### config.mk
export PLATFORM = sky130hd
export DESIGN_NAME = lzbd_fifo
export DESIGN_NICKNAME = d
export VERILOG_FILES = /design/src/lzbd_fifo.sv
export SDC_FILE = /design/constraint.sdc
export NUM_CORES = 1
export LEC_CHECK = 0
export BUFFER_PORTS_ARGS = -buffer_cell sky130_fd_sc_hd__buf_2
export CAP_MARGIN = 20
export CORE_MARGIN = 3
export CORE_UTILIZATION = 56
export CTS_CLUSTER_SIZE = 12
export DETAILED_ROUTE_END_ITERATION = 7
export PLACE_DENSITY = 0.78
export SYNTH_ARGS = -nofsm -noshare
export SYNTH_HDL_FRONTEND = slang
export SYNTH_SLANG_ARGS = --single-unit
### constraint.sdc
create_clock -name clk -period 2.3 [get_ports clk]
set_input_delay 0.46 -clock clk [delete_from_list [all_inputs] [get_ports clk]]
set_output_delay 0.46 -clock clk [all_outputs]
set_load 0.005 [all_outputs]
### src/lzbd_fifo.sv
// ----------------------------------------------------------------------------
// lzbd_fifo
// Small synchronous queue between the decoder front and the copy back end.
// ----------------------------------------------------------------------------
module lzbd_fifo #(
  parameter int W     = 16,
  parameter int DEPTH = 4
) (
  input  logic         clk,
  input  logic         rst_n,
  input  logic         push,
  input  logic [W-1:0] push_data,
  output logic         full,
  input  logic         pop,
  output logic         head_valid,
  output logic [W-1:0] head_data
);
  localparam int PW = (DEPTH > 1) ? $clog2(DEPTH) : 1;

  logic [W-1:0]  mem_r [DEPTH];
  logic [PW-1:0] wp_r, wp_nxt, rp_r, rp_nxt;
  logic [PW:0]   cnt_r, cnt_nxt;

  function automatic logic [PW-1:0] inc(input logic [PW-1:0] p);
    return (p == PW'(DEPTH - 1)) ? '0 : p + 1'b1;
  endfunction

  assign full       = (cnt_r == (PW + 1)'(DEPTH));
  assign head_valid = (cnt_r != '0);
  assign head_data  = mem_r[rp_r];

  always_comb begin
    wp_nxt  = push ? inc(wp_r) : wp_r;
    rp_nxt  = pop ? inc(rp_r) : rp_r;
    cnt_nxt = cnt_r + (PW + 1)'(push) - (PW + 1)'(pop);
  end

  always_ff @(posedge clk) begin
    if (!rst_n) begin
      wp_r  <= '0;
      rp_r  <= '0;
      cnt_r <= '0;
    end else begin
      wp_r  <= wp_nxt;
      rp_r  <= rp_nxt;
      cnt_r <= cnt_nxt;
    end
  end

  always_ff @(posedge clk) begin
    if (push) begin
      mem_r[wp_r] <= push_data;
    end
  end

endmodule

==> results.json, run 1 <==
{
  "outcome": "finished clean",
  "post-route-period-util_pct": 94.0,
  "overflow": 0,
  "final.min_clock_period_ns": 2.16,
  "p_clk_share_pct": 38.9,
  "cp.required_ns": 1.84,
  "setup_violations": 0,
  "clock-sinks": 73,
  "drt_iter0_markers": 95,
  "track_usage_pct": 16.3,
  "cp_data_arrival_time_ns": 1.70,
  "rsz0062_at_grt": "false",
  "startpoint_type": "register",
  "seq_power_share_pct": 51.3,
  "core_area_sq_um": 4790,
  "drive_above_1_share_pct": 37.7,
  "skew_ns": 0.00676,
  "synth-seq-area-share_pct": 74.9,
  "drc_errors": 0,
  "hold_slack_ns": 0.330,
  "grt_pass1_vias": 1433,
  "p_leak_nw": 1.22,
  "max_freq_mhz": 462,
  "gp_congestion": 0.632,
  "die_w_um": 76.8,
  "crit_path_end_kind": "output pin",
  "cp_cell_sequence": "buf_4 -> mux4_1 -> buf_2",
  "tightest_slew_ns": 0.359,
  "start_util_pct": 58.6,
  "cts_tree": "built",
  "post-cts-setup-buffers": 0,
  "cts_resized": 0,
  "timing_hold_violations_final": 0,
  "p_sw_uw": 603,
  "dp_hpwl_um": 2740,
  "cts-root-buf": "clkbuf_8",
  "timing.slew.headroom_pct": 76.1,
  "synthDistinctLibCells": 19,
  "switching_share_pct": 20.2,
  "finish.utilization_pct": 69.2,
  "wl_per_cell_um": 17.3,
  "synthToLayoutAreaGrowth_pct": 18.1,
  "ys_warn_count": 0,
  "final_nets": 206,
  "pre_cts_ws_ns": 0.331,
  "firstDrtPassIters": 5,
  "diodes": 0,
  "cap_violations": 0,
  "slew_violations": 0,
  "avgSynthCellArea_sq_um": 21.9,
  "antenna_left": 0,
  "vias": 1322,
  "die_h_um": 76.8,
  "ir_drop_uv": 608,
  "place.port_buffers": 37,
  "cts_made_buffers": 9,
  "synth_area_sq_um": 2810,
  "finalSetupTns_ns": 0,
  "vias_per_cell": 5.29,
  "holdBufCountCts": 0,
  "syn-num-nets": 156,
  "intPower_mw": 2.38,
  "grt_max_degree": 17,
  "slowest_stage": "mux4_1",
  "die_area_sq_um": 5890,
  "power_frac_comb_pct": 9.7,
  "hold_path.class": "in -> reg",
  "worstPathMaxFanout": 16,
  "cts_buffer_depth": 2,
  "ys_ff_latch": 73,
  "power_density_nw_per_um2": 902,
  "critPathMaxStageDelay_ns": 0.61,
  "htreeDepth": 3,
  "rows": 25,
  "routed_wl_um": 4320,
  "clkSlewWorstSetupHoldPaths_ns": 0.08,
  "grt_pass1_wl_um": 7100,
  "fin_ws_ns": 0.137,
  "synth_cells": 128,
  "ioPinCount": 38,
  "worst_skew_pair.late_latency_ns": 0.34,
  "antenna_found_initial": 0,
  "critical_path_class": "reg -> out"
}
## synth_stat cells
master / count / area [sq um]
mux2i_1: 2 / 20.0
mux4_2: 10 / 225
nor2_1: 3 / 11.3
and3_1: 1 / 6.26
fa_1: 1 / 20.0
and2_1: 6 / 37.5
mux4_1: 6 / 158
inv_1: 7 / 26.3
dfxtp_1: 9 / 180
ha_1: 7 / 87.6
or3b_2: 2 / 17.5
nand2b_1: 2 / 12.5
buf_12: 1 / 20.0
xor3_1: 1 / 23.8
a21oi_1: 2 / 10.0
buf_2: 2 / 10.0
buf_6: 1 / 11.3
edfxtp_1: 64 / 1920
or3_1: 1 / 6.26
## metal layers
metal  global-route usage [%]  vias up  routed length [um]  share of wire [%]
met5                        0        -                   0                  0
met4                     9.42        0                  97                2.2
met3                     3.99       12                 181                4.2
met2                     26.9       34                2280                 53
met1                     19.6      665                1760                 41
li1                         -      611                   -                  -
## critical path: cells and delay by family, from the launching register on
family / cells / cell delay (ns)
mux: 1 / 0.61
flops: 1 / 0.31
buf+inv: 2 / 0.45
## cells in the final DEF, fill, tap and decap left out, types with 3 or more instances in the layout
cell	synthesis	routed
edfxtp_1	64	64
buf_2	2	37
mux4_2	10	10
dfxtp_1	9	9
clkbuf_8	0	9
inv_1	7	7
ha_1	7	7
mux4_1	6	6
and2_1	6	6
buf_4	0	6
nor2_1	3	3
bufinv_16	0	3
## power groups by stage
stage | Combinational (mW) | Clock [mW] | Sequential (mW)
finish | 0.291 | 1.16 | 1.53
floorplan | 0.187 | 0 | 1.56
CTS | 0.297 | 1.18 | 1.53
global route | 0.321 | 1.24 | 1.54
global placement | 0.281 | 0 | 1.56
detailed placement | 0.295 | 0 | 1.56
## path summary, 6_finish.rpt
check	end	start	slack, ns	cells after the start
worst max-delay path	head_data[15]	register	0.14	3
worst min-delay path	mem_r[0][0]	push_data[0]	0.33	1
worst max register to register	cnt_r[2]	cnt_r[0]	0.54	7
worst min register to register	rp_r[0]	rp_r[0]	0.51	2
## cells by family (layout without fill, tap and decap cells)
family	count (synthesis)	in the layout	synth area share [%]
AO/OA/AOI/OAI	2	2	0.357
XOR/XNOR	1	1	0.847
adder cells (fa/ha/maj)	8	8	3.84
buffers and inverters	11	66	2.41
flip-flops	73	73	74.9
multiplexers	18	18	14.4
AND/OR/NAND/NOR	15	15	3.26
## stage by stage
stage	std cells	power, mW	instance area (sq um)
final	250	2.99	3310
after global routing	250	3.10	3310
after CTS	250	3.02	3310
after detailed placement	234	1.86	3080
after global placement	234	1.84	3080
after floorplan	128	1.74	2810
## flip-flops by register name, summed over array words and instances (netlist names), named ones only
| name | cells |
|---|---|
| wp_r | 2 |
| rp_r | 2 |
| mem_r | 64 |
| cnt_r | 3 |
## area by class of cell
cell class,instances,area [sq um]
Clock inverter,6,106
Fill cell,326,1470
Inverter,7,26.3
Sequential cell,73,2100
Tap cell,67,83.8
Timing Repair Buffer,43,230
Multi-Input combinational cell,44,636
Clock buffer,10,128
Note: power is estimated with default switching activity, not from simulation.
==> run 2, diff against run 1 <==
--- a/config.mk
+++ b/config.mk
@@ -8,10 +8,10 @@
 export BUFFER_PORTS_ARGS = -buffer_cell sky130_fd_sc_hd__buf_2
 export CAP_MARGIN = 20
 export CORE_MARGIN = 3
-export CORE_UTILIZATION = 56
+export CORE_UTILIZATION = 60
 export CTS_CLUSTER_SIZE = 12
 export DETAILED_ROUTE_END_ITERATION = 7
-export PLACE_DENSITY = 0.78
+export PLACE_DENSITY = 0.83
 export SYNTH_ARGS = -nofsm -noshare
 export SYNTH_HDL_FRONTEND = slang
 export SYNTH_SLANG_ARGS = --single-unit
==> constraint.sdc (replaced) <==
create_clock -name clk -period 2.5 [get_ports clk]
set_input_delay 0.25 -clock clk [delete_from_list [all_inputs] [get_ports clk]]
set_output_delay 0.25 -clock clk [all_outputs]
set_load 0.005 [all_outputs]
==> results.json, run 2 (synthesis results as in run 1) <==
{
  "outcome": "finished clean",
  "grt_pass1_wl_um": 7240,
  "track_usage_pct": 18.8,
  "worstPathMaxFanout": 16,
  "final_cell_mix": "edfxtp_1, buf_2, mux4_2",
  "drive_above_1_share_pct": 36.0,
  "clock-sinks": 73,
  "cts_resized": 0,
  "nFillCells": 268,
  "switching_share_pct": 20.5,
  "vias_per_cell": 5.73,
  "routed_wl_um": 4490,
  "die_w_um": 74.4,
  "place.port_buffers": 37,
  "timing.slew.headroom_pct": 44.0,
  "drc_errors": 0,
  "p_leak_nw": 1.19,
  "ir_drop_uv": 552,
  "setup_violations": 0,
  "holdBufCountCts": 0,
  "synthToLayoutAreaGrowth_pct": 15.2,
  "skew_ns": 0.00739,
  "cp.required_ns": 2.25,
  "max_freq_mhz": 496,
  "cts_tree": "built",
  "antenna_found_initial": 0,
  "mostFrequentLayoutCell": "edfxtp_1",
  "cap_violations": 0,
  "die_h_um": 74.4,
  "start_util_pct": 63.1,
  "startpoint_type": "register",
  "rsz0062_at_grt": "false",
  "cts-root-buf": "clkbuf_8",
  "final.min_clock_period_ns": 2.02,
  "die_area_sq_um": 5530,
  "timing_hold_violations_final": 0,
  "seq_power_share_pct": 54.1,
  "dp_hpwl_um": 2860,
  "drt_iter0_markers": 70,
  "core_area_sq_um": 4440,
  "grt_max_degree": 17,
  "crit_path_end_kind": "output pin",
  "firstDrtPassIters": 4,
  "wl_per_cell_um": 19.5,
  "hold_path.class": "in -> reg",
  "cts_made_buffers": 9,
  "register_area_sq_um": 2100,
  "cp_data_arrival_time_ns": 1.77,
  "power_frac_comb_pct": 9.7,
  "final_nets": 201,
  "finish.utilization_pct": 72.7,
  "diodes": 0,
  "overflow": 0,
  "p_clk_share_pct": 36.2,
  "htreeDepth": 3,
  "largest_register": "mem_r",
  "cts_buffer_depth": 2,
  "tightest_slew_ns": 0.840,
  "finalSetupTns_ns": 0,
  "rows": 24,
  "post-route-period-util_pct": 80.7,
  "post-cts-setup-buffers": 0,
  "worst_skew_pair.late_latency_ns": 0.33,
  "reg_top3": "mem_r x64, cnt_r x3",
  "intPower_mw": 2.09,
  "p_sw_uw": 537,
  "clkSlewWorstSetupHoldPaths_ns": 0.07,
  "power_density_nw_per_um2": 812,
  "grt_pass1_vias": 1436,
  "largest_register_ffs": 64,
  "critical_path_class": "reg -> out",
  "slew_violations": 0,
  "antenna_left": 0,
  "vias": 1317,
  "gp_congestion": 0.687,
  "ioPinCount": 38,
  "multiInputGateArea_sq_um": 636
}
run 2: changes by cell type in the layout (fill, tap and decap cells not counted), sizes merged:
cell / delta
bufinv: -1
buf: -5
clkinvlp: -1
clkinv: +2
run 2: through the flow:
stage / power [mW] / hold WS, ns / area (sq um) / setup slack (ns) / instances
after global placement: 1.68 / 0.459 / 3020 / 0.791 / 214
after CTS: 2.65 / 0.117 / 3230 / 0.469 / 230
after detailed placement: 1.71 / 0.466 / 3020 / 0.732 / 214
final: 2.63 / 0.132 / 3230 / 0.483 / 230
after floorplan: 1.60 / 0.349 / 2810 / 0.844 / 128
after global routing: 2.73 / 0.116 / 3230 / 0.411 / 230
run 2: cell type report:
cell class	instances	share of cell area, %
inverters	7	0.813
multi-input cells	44	19.7
clock inverters	6	2.56
repair buffers	38	5.96
well taps	52	2.01
clock buffers	10	3.95
flip-flops and latches	73	65.0
run 2: final timing paths:
kind | from | end | slack, ns | cells past startpoint
max reg2reg | cnt_r[0] | cnt_r[2] | 0.76 | 7
max | register | head_data[8] | 0.48 | 2
min reg2reg | rp_r[0] | rp_r[0] | 0.52 | 2
min | push_data[1] | mem_r[2][1] | 0.13 | 1
run 2: power groups by stage:
stage	Combinational (mW)	Sequential (mW)	Clock [mW]
2_1_floorplan	0.172	1.43	0
3_3_place_gp	0.243	1.44	0
3_5_place_dp	0.258	1.45	0
4_1_cts	0.261	1.42	0.968
5_1_grt	0.289	1.43	1.02
6_report	0.254	1.42	0.950
run 2: worst max-delay path: stages, from the launching register on:
cell and delay [ns]:
dfxtp_1 0.85, mux4_1 0.44, buf_2 0.15
run 2: per-layer routing:
layer,up-vias,wire length (um),track usage (%)
met3,7,202,5.27
met4,0,47,8.89
met1,672,1820,23.2
met5,-,0,0
met2,36,2410,30.9
li1,602,-,-
